<file path="config.mk">
export PLATFORM = sky130hd
export DESIGN_NAME = sliding_window_peak_detector
export DESIGN_NICKNAME = d
export VERILOG_FILES = /design/src/hdl/swpd_pkg.sv /design/src/hdl/sliding_window_peak_detector.sv /design/src/hdl/swpd_fifo.sv /design/src/hdl/swpd_front.sv /design/src/hdl/swpd_back.sv
export SDC_FILE = /design/constraint.sdc
export NUM_CORES = 1
export LEC_CHECK = 0
export BUFFER_PORTS_ARGS = -buffer_cell sky130_fd_sc_hd__buf_2
export CAP_MARGIN = 30
export CELL_PAD_IN_SITES_DETAIL_PLACEMENT = 0
export CELL_PAD_IN_SITES_GLOBAL_PLACEMENT = 1
export CORE_MARGIN = 10
export CORE_UTILIZATION = 45
export DETAILED_ROUTE_END_ITERATION = 12
export PLACE_DENSITY = 0.79
export SLEW_MARGIN = 5
export SYNTH_ARGS = -nofsm -noshare
export SYNTH_HDL_FRONTEND = slang
export SYNTH_HIERARCHICAL = 1
export SYNTH_SLANG_ARGS = --single-unit
</file>
<file path="constraint.sdc">
create_clock -name i_clk -period 13.5 [get_ports i_clk]
set_clock_uncertainty 0.05 [all_clocks]
set_input_delay 1.35 -clock i_clk [delete_from_list [all_inputs] [get_ports i_clk]]
set_output_delay 1.35 -clock i_clk [all_outputs]
set_load 0.005 [all_outputs]
</file>
<file path="src/hdl/swpd_pkg.sv">
// Shared types and constants of the sliding window peak detector.
// Used by the front, back and top-level modules; depends on nothing else.
package swpd_pkg;

    localparam int SAMPLE_W = 16;
    localparam int QUEUE_DEPTH = 4;

    typedef struct packed {
        logic [SAMPLE_W-1:0] value;
        logic                eov;
    } t_item;

    typedef struct packed {
        logic is_peak;
        logic last;
    } t_result;

endpackage

</file>
<file path="src/hdl/sliding_window_peak_detector.sv">
// Sliding window strict local maximum detector, top level.
// Takes one sample per cycle through an input queue while it is not full; the
// window engine shifts one entry per cycle unless the result queue is full or no
// item or flush step is waiting, and judges the centre against RADIUS neighbors on
// each side with parallel comparators. After a sample marked end_of_vector the
// engine flushes the remaining RADIUS positions one per cycle, under the same stall,
// before it takes the next sample. Results leave through a queue, where each result
// is registered before it is on the ports.
// Depends on swpd_pkg, swpd_front, swpd_back and swpd_fifo.
module sliding_window_peak_detector #(
    parameter int RADIUS      = 10,
    parameter int VALUE_WIDTH = 16
) (
    input  logic                          i_clk,
    input  logic                          i_rst_n,
    input  logic                          push,
    output logic                          full,
    input  logic [swpd_pkg::SAMPLE_W-1:0] i_sample_value,
    input  logic                          i_end_of_vector,
    output logic                          empty,
    input  logic                          pop,
    output logic                          o_is_peak,
    output logic                          o_last_result
);

    swpd_pkg::t_item   item;
    swpd_pkg::t_result result;
    logic              item_empty;
    logic              item_pop;

    swpd_front #(
        .VALUE_WIDTH(VALUE_WIDTH)
    ) u_front (
        .i_clk          (i_clk),
        .i_rst_n        (i_rst_n),
        .i_push         (push),
        .i_sample_value (i_sample_value),
        .i_end_of_vector(i_end_of_vector),
        .o_full         (full),
        .i_pop          (item_pop),
        .o_item         (item),
        .o_empty        (item_empty)
    );

    swpd_back #(
        .RADIUS     (RADIUS),
        .VALUE_WIDTH(VALUE_WIDTH)
    ) u_back (
        .i_clk       (i_clk),
        .i_rst_n     (i_rst_n),
        .i_item      (item),
        .i_item_empty(item_empty),
        .o_item_pop  (item_pop),
        .i_pop       (pop),
        .o_result    (result),
        .o_empty     (empty)
    );

    assign o_is_peak     = result.is_peak;
    assign o_last_result = result.last;

endmodule

</file>
<file path="src/hdl/swpd_fifo.sv">
// Small register-based first-in first-out queue with full and empty flags.
// Generic in width and depth; used for the input and result queues of the peak detector.
module swpd_fifo #(
    parameter int WIDTH = 8,
    parameter int DEPTH = 4
) (
    input  logic             i_clk,
    input  logic             i_rst_n,
    input  logic             i_push,
    input  logic [WIDTH-1:0] i_data,
    output logic             o_full,
    input  logic             i_pop,
    output logic [WIDTH-1:0] o_data,
    output logic             o_empty
);

    localparam int AW = (DEPTH > 1) ? $clog2(DEPTH) : 1;
    localparam int CW = $clog2(DEPTH + 1);

    logic [WIDTH-1:0] r_mem [DEPTH];
    logic [AW-1:0]    r_wr, n_wr;
    logic [AW-1:0]    r_rd, n_rd;
    logic [CW-1:0]    r_cnt, n_cnt;
    logic             do_push;
    logic             do_pop;

    assign o_full  = (r_cnt == CW'(DEPTH));
    assign o_empty = (r_cnt == '0);
    assign o_data  = r_mem[r_rd];
    assign do_push = i_push && !o_full;
    assign do_pop  = i_pop && !o_empty;

    always_comb begin
        n_wr  = r_wr;
        n_rd  = r_rd;
        n_cnt = r_cnt;
        if (do_push) begin
            n_wr = (r_wr == AW'(DEPTH - 1)) ? '0 : r_wr + AW'(1);
        end
        if (do_pop) begin
            n_rd = (r_rd == AW'(DEPTH - 1)) ? '0 : r_rd + AW'(1);
        end
        if (do_push && !do_pop) begin
            n_cnt = r_cnt + CW'(1);
        end else if (do_pop && !do_push) begin
            n_cnt = r_cnt - CW'(1);
        end
    end

    always_ff @(posedge i_clk) begin
        if (!i_rst_n) begin
            r_wr  <= '0;
            r_rd  <= '0;
            r_cnt <= '0;
        end else begin
            r_wr  <= n_wr;
            r_rd  <= n_rd;
            r_cnt <= n_cnt;
        end
    end

    always_ff @(posedge i_clk) begin
        if (do_push) begin
            r_mem[r_wr] <= i_data;
        end
    end

endmodule

</file>
<file path="src/hdl/swpd_front.sv">
// Front end of the peak detector: accepts samples, masks them to the value width
// and queues them with their end-of-vector tag. Depends on swpd_pkg and swpd_fifo.
module swpd_front #(
    parameter int VALUE_WIDTH = 16
) (
    input  logic                             i_clk,
    input  logic                             i_rst_n,
    input  logic                             i_push,
    input  logic [swpd_pkg::SAMPLE_W-1:0]    i_sample_value,
    input  logic                             i_end_of_vector,
    output logic                             o_full,
    input  logic                             i_pop,
    output swpd_pkg::t_item                  o_item,
    output logic                             o_empty
);

    localparam int VW = (VALUE_WIDTH < swpd_pkg::SAMPLE_W) ? VALUE_WIDTH : swpd_pkg::SAMPLE_W;
    localparam logic [swpd_pkg::SAMPLE_W-1:0] MASK = swpd_pkg::SAMPLE_W'((2 ** VW) - 1);

    swpd_pkg::t_item item_in;
    logic [$bits(swpd_pkg::t_item)-1:0] item_out;

    always_comb begin
        item_in.value = i_sample_value & MASK;
        item_in.eov   = i_end_of_vector;
    end

    swpd_fifo #(
        .WIDTH($bits(swpd_pkg::t_item)),
        .DEPTH(swpd_pkg::QUEUE_DEPTH)
    ) u_queue (
        .i_clk  (i_clk),
        .i_rst_n(i_rst_n),
        .i_push (i_push),
        .i_data (item_in),
        .o_full (o_full),
        .i_pop  (i_pop),
        .o_data (item_out),
        .o_empty(o_empty)
    );

    assign o_item = item_out;

endmodule

</file>
<file path="src/hdl/swpd_back.sv">
// Back end of the peak detector: the sample window with valid marks, the flush
// sequencer and the result queue. Depends on swpd_pkg and swpd_fifo.
module swpd_back #(
    parameter int RADIUS      = 10,
    parameter int VALUE_WIDTH = 16
) (
    input  logic              i_clk,
    input  logic              i_rst_n,
    input  swpd_pkg::t_item   i_item,
    input  logic              i_item_empty,
    output logic              o_item_pop,
    input  logic              i_pop,
    output swpd_pkg::t_result o_result,
    output logic              o_empty
);

    localparam int VW  = (VALUE_WIDTH < swpd_pkg::SAMPLE_W) ? VALUE_WIDTH : swpd_pkg::SAMPLE_W;
    localparam int WIN = 2 * RADIUS + 1;
    localparam int FW  = $clog2(RADIUS + 1);

    logic [VW-1:0]  r_win [WIN];
    logic [VW-1:0]  n_win [WIN];
    logic [WIN-1:0] r_vld, n_vld, shift_vld;
    logic           r_flush, n_flush;
    logic [FW-1:0]  r_flush_cnt, n_flush_cnt;
    logic           res_full;
    logic           step;
    logic           final_step;
    logic           peak;
    swpd_pkg::t_result res_in;
    logic [$bits(swpd_pkg::t_result)-1:0] res_out;

    assign step       = !res_full && (r_flush || !i_item_empty);
    assign o_item_pop = step && !r_flush;
    assign final_step = r_flush && (r_flush_cnt == FW'(1));

    always_comb begin
        n_win[0]     = r_flush ? '0 : i_item.value[VW-1:0];
        shift_vld[0] = !r_flush;
        for (int k = 1; k < WIN; k++) begin
            n_win[k]     = r_win[k-1];
            shift_vld[k] = r_vld[k-1];
        end
    end

    always_comb begin
        peak = 1'b1;
        for (int d = 1; d <= RADIUS; d++) begin
            if (shift_vld[RADIUS-d] && (n_win[RADIUS] <= n_win[RADIUS-d])) begin
                peak = 1'b0;
            end
            if (shift_vld[RADIUS+d] && (n_win[RADIUS] <= n_win[RADIUS+d])) begin
                peak = 1'b0;
            end
        end
    end

    always_comb begin
        res_in.is_peak = peak;
        res_in.last    = final_step;
    end

    always_comb begin
        n_vld       = r_vld;
        n_flush     = r_flush;
        n_flush_cnt = r_flush_cnt;
        if (step) begin
            n_vld = final_step ? '0 : shift_vld;
            if (r_flush) begin
                n_flush_cnt = r_flush_cnt - FW'(1);
                n_flush     = !final_step;
            end else if (i_item.eov) begin
                n_flush     = 1'b1;
                n_flush_cnt = FW'(RADIUS);
            end
        end
    end

    always_ff @(posedge i_clk) begin
        if (!i_rst_n) begin
            r_vld       <= '0;
            r_flush     <= 1'b0;
            r_flush_cnt <= '0;
        end else begin
            r_vld       <= n_vld;
            r_flush     <= n_flush;
            r_flush_cnt <= n_flush_cnt;
        end
    end

    always_ff @(posedge i_clk) begin
        if (step) begin
            r_win <= n_win;
        end
    end

    swpd_fifo #(
        .WIDTH($bits(swpd_pkg::t_result)),
        .DEPTH(swpd_pkg::QUEUE_DEPTH)
    ) u_results (
        .i_clk  (i_clk),
        .i_rst_n(i_rst_n),
        .i_push (step && shift_vld[RADIUS]),
        .i_data (res_in),
        .o_full (res_full),
        .i_pop  (i_pop),
        .o_data (res_out),
        .o_empty(o_empty)
    );

    assign o_result = res_out;

endmodule

</file>
# == After elaboration in Yosys (flattened, before gate mapping) ==
# Memories as Yosys holds them, arrays and structs flattened. A register that Yosys moved wholly into a read port is not among the register bits.
# Index checks and enable logic that the tools add are counted.
# totals
register_bits,359
ramBits,76
out_inout_bits,4
elab_cells,158
mem_count,2
# classes
add_sub_neg,9
order_cmp,20
n_eq_ne,7
muxes,42
n_reduce_logical,49
# mem_list
name,depth,width,rd,rd_ports_with_merged_regs,write_ports,line,source
u_front.u_queue.r_mem,4,17,1,1,1,swpd_fifo.sv:20,logic [WIDTH-1:0] r_mem [DEPTH];
u_back.u_results.r_mem,4,2,1,1,1,swpd_fifo.sv:20,
# op_table
cell,count
$le 16x16->1,20
$logic_and 1x1->1,32
$mux 1,26
$mux 20,1
$mux 16,1
$mux 2,8
$mux 3,4
$logic_not 1->1,10
$add 2x1->2 const B,4
$eq 2x2->1 const B,4
$mux 4,2
$add 3x1->3 const B,2
$eq 3x3->1 const B,2
$logic_not 3->1,2
$reduce_bool 2->1,3
$sub 3x1->3 const B,2
$eq 4x1->1 const B,1
$sub 4x1->4 const B,1
$reduce_and 2->1,1
$logic_or 1x1->1,1

# == Longest topological paths before layout ==
# Gate-level depths: netlist of the first run.
# logic_depth
ltp_word,22
ltp_mapped,14
ltp_nobuf,11

# == Modules after synthesis ==
# The synthesis of the first run kept the hierarchy.
# modules_own_cells
mod,n_inst,cells_per_inst,area_each_um2
swpd_back,1,1560,18670.4
swpd_fifo (u_front.u_queue),1,140,2972.9
swpd_fifo (u_back.u_results),1,61,770.7

# == Least setup slack after synthesis of the first run ==
# OpenSTA, ideal clock, no wires.
# synth_timing
path_kind,reg2reg
startpoint,register u_back.u_results.r_cnt[0]
endpoint,register u_back.u_results.r_cnt[2]
setup_ns,0.070
arrival_ns,9.204
setup_slack_ns,4.176
stages_incl_launch_ff,15
synth_period_minus_slack_ns,9.324
cell_sequence,dfxtp_1 -> nor3b_2 -> clkbuf_1 -> a21o_1 -> clkbuf_1 -> inv_1 -> and2_1 -> nor2b_1 -> buf_2 -> ha_1 -> inv_1 -> fa_1 -> xor2_1 -> or3_1 -> a21boi_1
# synth_via
elab_chain_len,8
elab_cells_between_ends,17
# synth_lines
element,line,source
from (decl),swpd_fifo.sv:23,"logic [CW-1:0] r_cnt, n_cnt;"
from (signal assigned),swpd_fifo.sv:58,r_cnt <= n_cnt;
$eq 3x3->1 *,swpd_fifo.sv:27,assign o_full = (r_cnt == CW'(DEPTH));
net u_back.res_full,swpd_back.sv:26,logic res_full;
$logic_not 1->1 *,swpd_back.sv:33,assign step = !res_full && (r_flush || !i_item_empty);
$logic_and 1x1->1 *,swpd_back.sv:33,
net u_back.step,swpd_back.sv:27,logic step;
$logic_and 1x1->1 *,swpd_back.sv:103,".i_push (step && shift_vld[RADIUS]),"
$logic_and 1x1->1 *,swpd_fifo.sv:30,assign do_push = i_push && !o_full;
net u_back.u_results.do_push,swpd_fifo.sv:24,logic do_push;
$logic_not 1->1,swpd_fifo.sv:45,end else if (do_pop && !do_push) begin
$logic_and 1x1->1,swpd_fifo.sv:45,
$reduce_bool 2->1 (no line),-,
# Mark *: on every way through the listed nets, which the timed path passes. The rest lies on a longest branch. The select of a mux whose other input is x is not followed.
# A chain may end at the register's enable or synchronous reset.

# == Worst setup path in the final report of the first run ==
# layout_timing
startpoint,register u_back.r_flush
endpoint,register u_back.u_results.r_cnt[2]
# layout_via
elab_chain_len,7
elab_cells_between_ends,9
# layout_lines
element,line,source
from (decl),swpd_back.sv:24,"logic r_flush, n_flush;"
from (signal assigned),swpd_back.sv:86,r_flush <= n_flush;
$logic_or 1x1->1 *,swpd_back.sv:33,
$logic_and 1x1->1 *,swpd_back.sv:33,
net u_back.step,swpd_back.sv:27,
$logic_and 1x1->1 *,swpd_back.sv:103,
$logic_and 1x1->1 *,swpd_fifo.sv:30,
$logic_not 1->1,swpd_fifo.sv:45,
$logic_and 1x1->1,swpd_fifo.sv:45,
$reduce_bool 2->1 (no line),-,
# Mark *: on every way through the listed nets, which the timed path passes. The rest lies on a longest branch.

==> impl_results.md, run 1 <==
* Outcome: complete, no violations
* Hold Path End: u_back/n_win[66]$_DFFE_PP_
* Dominant synthesized flop cell: edfxtp_1
* Setup ws final at 9.64 ns
* Mapped Area at 22400 um^2
* Syn_nets at 2118
* Top cell type's share of synthesized area at 53.1%
* Worst r2r src: u_back/r_flush$_SDFFE_PN0P_
* Arrival @ worst endpoint at 4.32 ns
* Design area at 25000 um^2
* Kind of critical path: reg -> reg
* Synth top cells by count: 396 x edfxtp_1, 334 x ha_1, 318 x inv_1
* Antenna Cells at 0
* Fillcell total at 4232
* Core area at 49100 um^2
* Htree depth at 2
* CP Max Fanout at 129
* Final WL at 44.0 mm
* Final Max Tran Viols at 0
* Final ANT Viol Nets at 0
* PortBufs at 24
* Worst r2r path cells at 13
* Avg Cell Area, Syn at 12.7 um^2
* HPWL Detailed at 30.4 mm
* Cells after synthesis at 1761
* Worst-margin pin slew at 0.980 ns
* Gr usage total at 14.9%
* F_max at 0.259 GHz
* Area leader, netlist: edfxtp_1
* Worst Hold Path Cells at 0
* Setup bufs post-CTS at 0
* Final core occ at 50.9%
* Final #Nets at 2199
* Post-Route Setup TNS at 0 ns
* EDFF count, synth at 396
* Asr flop ratio synth at 0%
* Global-route wire length before repair at 71.0 mm
* Ranking of synthesized cells by area: edfxtp_1 53%, ha_1 19%, inv_1 5.3%
* Area growth syn-to-layout at 11.4%
* Die Ht at 243 um
* Hold Crit Class: reg -> reg
* Initial drt markers at 827
* Synthesized flop and latch total at 439
* Number of buffers created by CTS at 49
* Setup violators final at 0
* Avg WL per Cell at 17.3 um
* CP max stage cell: buf_16
* Drt first pass iters at 5
* Drt drc at 0
* GPL Wtd Cong at 0.774
* Crit end category: register
* Yosys warns at 6
* Final hold vios at 0
* Root Buffer: clkbuf_16
* Clk buf depth at 3
* Vias/cell at 5.28
* RSZ-0062 raised after global routing: false
* Maxcap violations at 0
* Post-Place Setup Slack at 9.54 ns
* Die area at 59100 um^2
* # IOs at 25
* Clock latency on the worst-skew pair at 0.59 ns
* WP data required at 13.97 ns
* Register area share after synthesis at 56.9%
* Cell with the most instances after synthesis: edfxtp_1
* Cells resized by post-CTS repair at 0
* Reg clk slew, reported paths at 0.06 ns
* Die X at 243 um
* Hold_sp: u_back/n_win[82]$_DFFE_PP_
* # rows at 81
* Cell Chain, Critical Path: inv_2 > a21o_1 > buf_4 > inv_8 > buf_16 > and2_1 > nor2b_1 > ha_1 > inv_1 > fa_1 > xor2_1 > or3_1 > a21boi_1
* Post-DP Area at 23500 um^2
* CTS Hold Bufs at 0
* Initial Util at 45.7%
* Fin crit period at 3.86 ns
* Crit path max-delay family: buffers and inverters
* Reg2Reg Capture Point: u_back/u_results/r_cnt[2]$_SDFFE_PN0P_
* Share of cells above drive strength 1 at 7.44%
* Crit share post-route at 28.6%
* Max-slew headroom at 34.7%
* Buffer and inverter count on the worst path at 5
* Vias in the first global route at 13900
* Max incr delay on CP at 0.49 ns
* Largest net degree at the start of global routing at 181
* CTS tree: done
* Initial antenna violation count at 1
* Post-synthesis cell type count at 64
* Via count at 13400
* CTS sink count at 439
* Total grt overflow at 0
* R2R Setup Slk at 9.64 ns
* Startpoint Class: register
==> cells by family (layout without fill, tap and decap cells) <==
logic type | count (synthesis) | in the layout | synth area share, %
xor+xnor | 6 | 6 | 0.234
compound gates | 272 | 272 | 7.73
fa+ha+maj | 336 | 336 | 18.8
buf+inv | 334 | 454 | 5.73
flops | 439 | 439 | 56.9
simple gates | 349 | 349 | 8.30
mux | 25 | 25 | 2.29
==> routing by layer <==
layer / part of all wire (%) / vias up / wire, um / track usage [%]
met2: 47 / 224 / 20800 / 25.1
met3: 4.2 / 81 / 1870 / 2.68
met4: 3.3 / 2 / 1430 / 6.12
li1: - / 6645 / - / -
met1: 45 / 6494 / 19900 / 18.6
met5: 0.039 / - / 17 / 0
==> flip-flops by register name (all words and copies together), names as in the netlist, named ones only <==
name	count
u_back/u_results/r_rd	2
u_back/n_win	320
u_front/u_queue/r_rd	2
u_front/u_queue/r_cnt	3
u_back/u_results/r_wr	2
u_front/u_queue/r_mem	68
u_back/u_results/r_cnt	3
u_back/u_results/r_mem	8
u_back/r_flush_cnt	4
u_front/u_queue/r_wr	2
u_back/r_vld	20
u_back/r_flush	1
==> worst max-delay path by stage <==
stage	to	depth (start not counted)	slack, ns	from
after global routing	u_back/u_results/r_cnt[2]$_SDFFE_PN0P_	13	9.29	u_back/r_flush$_SDFFE_PN0P_
after floorplan	u_back/u_results/r_cnt[2]$_SDFFE_PN0P_	14	4.18	u_back/u_results/r_cnt[0]$_SDFFE_PN0P_
after CTS	u_back/u_results/r_cnt[2]$_SDFFE_PN0P_	12	9.51	u_back/r_flush$_SDFFE_PN0P_
final	u_back/u_results/r_cnt[2]$_SDFFE_PN0P_	13	9.64	u_back/r_flush$_SDFFE_PN0P_
after global placement	u_back/u_results/r_cnt[2]$_SDFFE_PN0P_	12	9.66	u_back/r_flush$_SDFFE_PN0P_
after detailed placement	u_back/u_results/r_cnt[2]$_SDFFE_PN0P_	12	9.54	u_back/r_flush$_SDFFE_PN0P_
==> worst register-to-register path, cell delays in order, from the launching register on <==
cell and delay, ns:
dfxtp_1 0.47, inv_2 0.21, a21o_1 0.21, buf_4 0.23, inv_8 0.17, buf_16 0.49
and2_1 0.22, nor2b_1 0.42, ha_1 0.27, inv_1 0.07, fa_1 0.37, xor2_1 0.16
or3_1 0.31, a21boi_1 0.15
==> per-stage QoR <==
step,std cells,hold slack (ns)
after floorplan,1761,0.376
after global placement,2453,0.380
after detailed placement,2454,0.384
after CTS,2544,0.393
after global routing,2545,0.399
final,2545,0.393
==> cell type report <==
class	instances	area (um^2)	share of cell area (%)
flip-flops and latches	439	12800	51.1
multi-input cells	988	8380	33.6
clock buffers	56	1250	5.02
inverters	319	1200	4.83
well taps	664	831	3.33
repair buffers	45	318	1.27
clock inverters	34	226	0.907
==> layout by cell type, fill, tap and decap left out, types with 18 or more instances in the layout <==
cell type	instances
o21ai_0	34
nand4_1	72
a22oi_1	20
nand2_1	83
buf_4	18
nor2_1	36
edfxtp_1	396
ha_1	334
buf_2	24
inv_1	317
nor2b_1	48
dfxtp_1	43
a21o_1	23
nand3_1	45
clkbuf_16	49
a21oi_1	121
Power of run 1 is left out: the tool's default activity adds up to more than one toggle a clock period on the data nets, which glitch-free logic cannot reach.
==> run 2: changes to the inputs <==
PLACE_DENSITY = 0.81   (was 0.79)
clock period = 3.3 ns   (was 13.5 ns; I/O delays follow)
==> run 2 against run 1 <==
Net effect: maximum frequency is 23% higher; flip-flop and latch count stayed put; critical endpoint is now u_back/u_results/r_mem[1][1]$_DFFE_PP_; first-iteration DRC count is 10% lower; count of clock-buffer cells in the layout is 1 higher; setup slack worse by 9.5 ns; die area stayed put; via count is 3.5% higher.
==> impl_results.md, run 2 (synthesis gave the netlist of run 1 again) <==
* Outcome: complete, no violations
* Kind of critical path: reg -> reg
* Gr usage total at 15.3% (+0.37 points)
* Final ANT Viol Nets at 0 (unchanged)
* PortBufs at 24 (unchanged)
* Crit end category: register
* Fillcell total at 4187 (-1.1%)
* Drt first pass iters at 5 (unchanged)
* Startpoint Class: register
* GPL Wtd Cong at 0.826 (+6.8%)
* Share of cells above drive strength 1 at 10.7% (+3.3 points)
* Sequential Area at 12800 um^2 (about the same)
* CP Max Fanout at 7 (-95%)
* Hold Crit Class: in -> reg
* RSZ-0062 raised after global routing: false
* Antenna Cells at 0 (unchanged)
* Initial Util at 45.7% (unchanged)
* Worst-margin pin slew at 0.916 ns (-0.0637 ns)
* Root Buffer: clkbuf_16
* Top reg by flops: u_back/n_win
* Max incr delay on CP at 0.57 ns (+0.08 ns)
* Largest net degree at the start of global routing at 170 (-6.1%)
* Global-route wire length before repair at 72.7 mm (+2.4%)
* Cell Chain, Critical Path: buf_4 > ha_1 > nor2b_1 > o211ai_2 > a21oi_1 > a211o_1 > a2111oi_2 > o21ai_1 > and4_1 > and4_4
* Number of buffers created by CTS at 47 (-4.1%)
* Most common cell after layout, fill and taps aside: edfxtp_1
* Placed cells at 2515 (+2.5%)
* CP max stage cell: edfxtp_1
* Final #Nets at 2281 (+3.7%)
* Max-slew headroom at 38.9% (+4.2 points)
* WP data required at 3.56 ns (-10.41 ns)
* Initial antenna violation count at 0 (-1)
* Top Registers: u_back/n_win: 320 flops, u_front/u_queue/r_mem: 68 flops, u_back/r_vld: 20 flops
* CTS tree: done
* Via count at 13900 (+3.5%)
* Reg clk slew, reported paths at 0.06 ns (about the same)
* Final WL at 45.5 mm (+3.3%)
* Die Ht at 243 um (unchanged)
* Htree depth at 2 (unchanged)
* Fin crit period at 3.13 ns (-0.724 ns)
* Avg WL per Cell at 17.3 um (+0.28%)
* Multi-input combinational cell area at 8420 um^2 (+0.46%)
* Vias/cell at 5.31 (+0.43%)
* F_max at 0.319 GHz (+23%)
* Die area at 59100 um^2 (unchanged)
* Post-DP Area at 24000 um^2 (+2.3%)
* Clock latency on the worst-skew pair at 0.56 ns (-0.03 ns)
* Core area at 49100 um^2 (unchanged)
* # IOs at 25 (unchanged)
* Total grt overflow at 0 (unchanged)
* Clk buf depth at 3 (unchanged)
* Max reg flops at 320 (unchanged)
* Final cell count without fillers at 2622 (+3.0%)
* Drt drc at 0 (unchanged)
* Vias in the first global route at 14600 (+5.6%)
* HPWL Detailed at 33.4 mm (+9.8%)
* CTS sink count at 439 (unchanged)
* Crit path max-delay family: compound AO/OA/AOI/OAI gates
* Buffer and inverter count on the worst path at 1 (-4)
* Die X at 243 um (unchanged)
* Final Max Tran Viols at 0 (unchanged)
* # rows at 81 (unchanged)
* Setup violators final at 0 (unchanged)
* Area growth syn-to-layout at 14.4%
* Crit share post-route at 95.0% (+66 points)
* Maxcap violations at 0 (unchanged)
* Design area at 25600 um^2 (+2.7%)
* Initial drt markers at 744 (-10%)
* Final hold vios at 0 (unchanged)
* Commonest non-fill, non-tap cells in the layout: 396 x edfxtp_1, 333 x ha_1, 316 x inv_1
* R2R Setup Slk at 0.17 ns (-9.48 ns)
* Arrival @ worst endpoint at 3.40 ns (-0.92 ns)
run 2: cell count changes in the layout (fill, tap and decap cells not counted), sizes merged:
cell         delta
dlygate4sd3    +17
inv             -3
clkinv          -7
buf            +67
bufinv          +1
clkinvlp        +1
clkbuf          +1
run 2: path summary, 6_finish.rpt:
path / to / cells past startpoint / startpoint
setup / recovery: u_back/u_results/r_mem[1][1]$_DFFE_PP_ / 10 / u_back/n_win[161]$_DFFE_PP_
hold / removal: u_back/u_results/r_rd[0]$_SDFFE_PN0P_ / 3 / pop
setup reg to reg: u_back/u_results/r_mem[1][1]$_DFFE_PP_ / 10 / u_back/n_win[161]$_DFFE_PP_
hold reg to reg: u_back/n_win[210]$_DFFE_PP_ / 0 / u_back/n_win[226]$_DFFE_PP_
run 2: through the flow:
step	setup slack (ns)	util (%)	hold slack, ns	setup TNS, ns
5_1_grt	0.0225	52.3	0.129	0
4_1_cts	0.00535	52.2	0.0975	0
2_1_floorplan	-3.72	-	0.376	-986.26
6_report	0.166	52.3	0.123	0
3_5_place_dp	-0.000845	48.9	0.382	-0.00323
3_3_place_gp	-0.0212	48.9	0.378	-0.0846
run 2: final cells by class:
| cell class | count | area share [%] |
|---|---|---|
| repair buffers | 129 | 4.00 |
| clock inverters | 26 | 0.756 |
| flip-flops and latches | 439 | 49.8 |
| well taps | 664 | 3.24 |
| inverters | 319 | 4.68 |
| multi-input cells | 988 | 32.8 |
| clock buffers | 57 | 4.73 |
run 2: repair_timing:
action / CTS / global route
pin swaps: 0 / 3
endpoints found under the hold margin: 68 / 0
setup buffers: 2 / 5
setup endpoints to repair: 4 / 4
gates resized for setup: 1 / 7
hold buffers: 17 / 0
run 2: routing by layer:
metal / GRT usage, % / vias to the layer above / routed length, um
li1: - / 6811 / -
met1: 16.6 / 6808 / 17700
met2: 29.0 / 203 / 24500
met3: 2.33 / 90 / 1690
met4: 6.12 / 0 / 1540
met5: 0 / - / 0
run 2: worst register-to-register path, delay by kind of cell, from the launching register on:
kind                       cells  cell delay (ns)
AOI/OAI and AO/OA              5             1.12
adders and majority gates      1             0.29
buffers and inverters          1             0.26
DFF                            1             0.57
and+or+nand+nor                3             0.59
Power of run 2 is left out for the same reason.
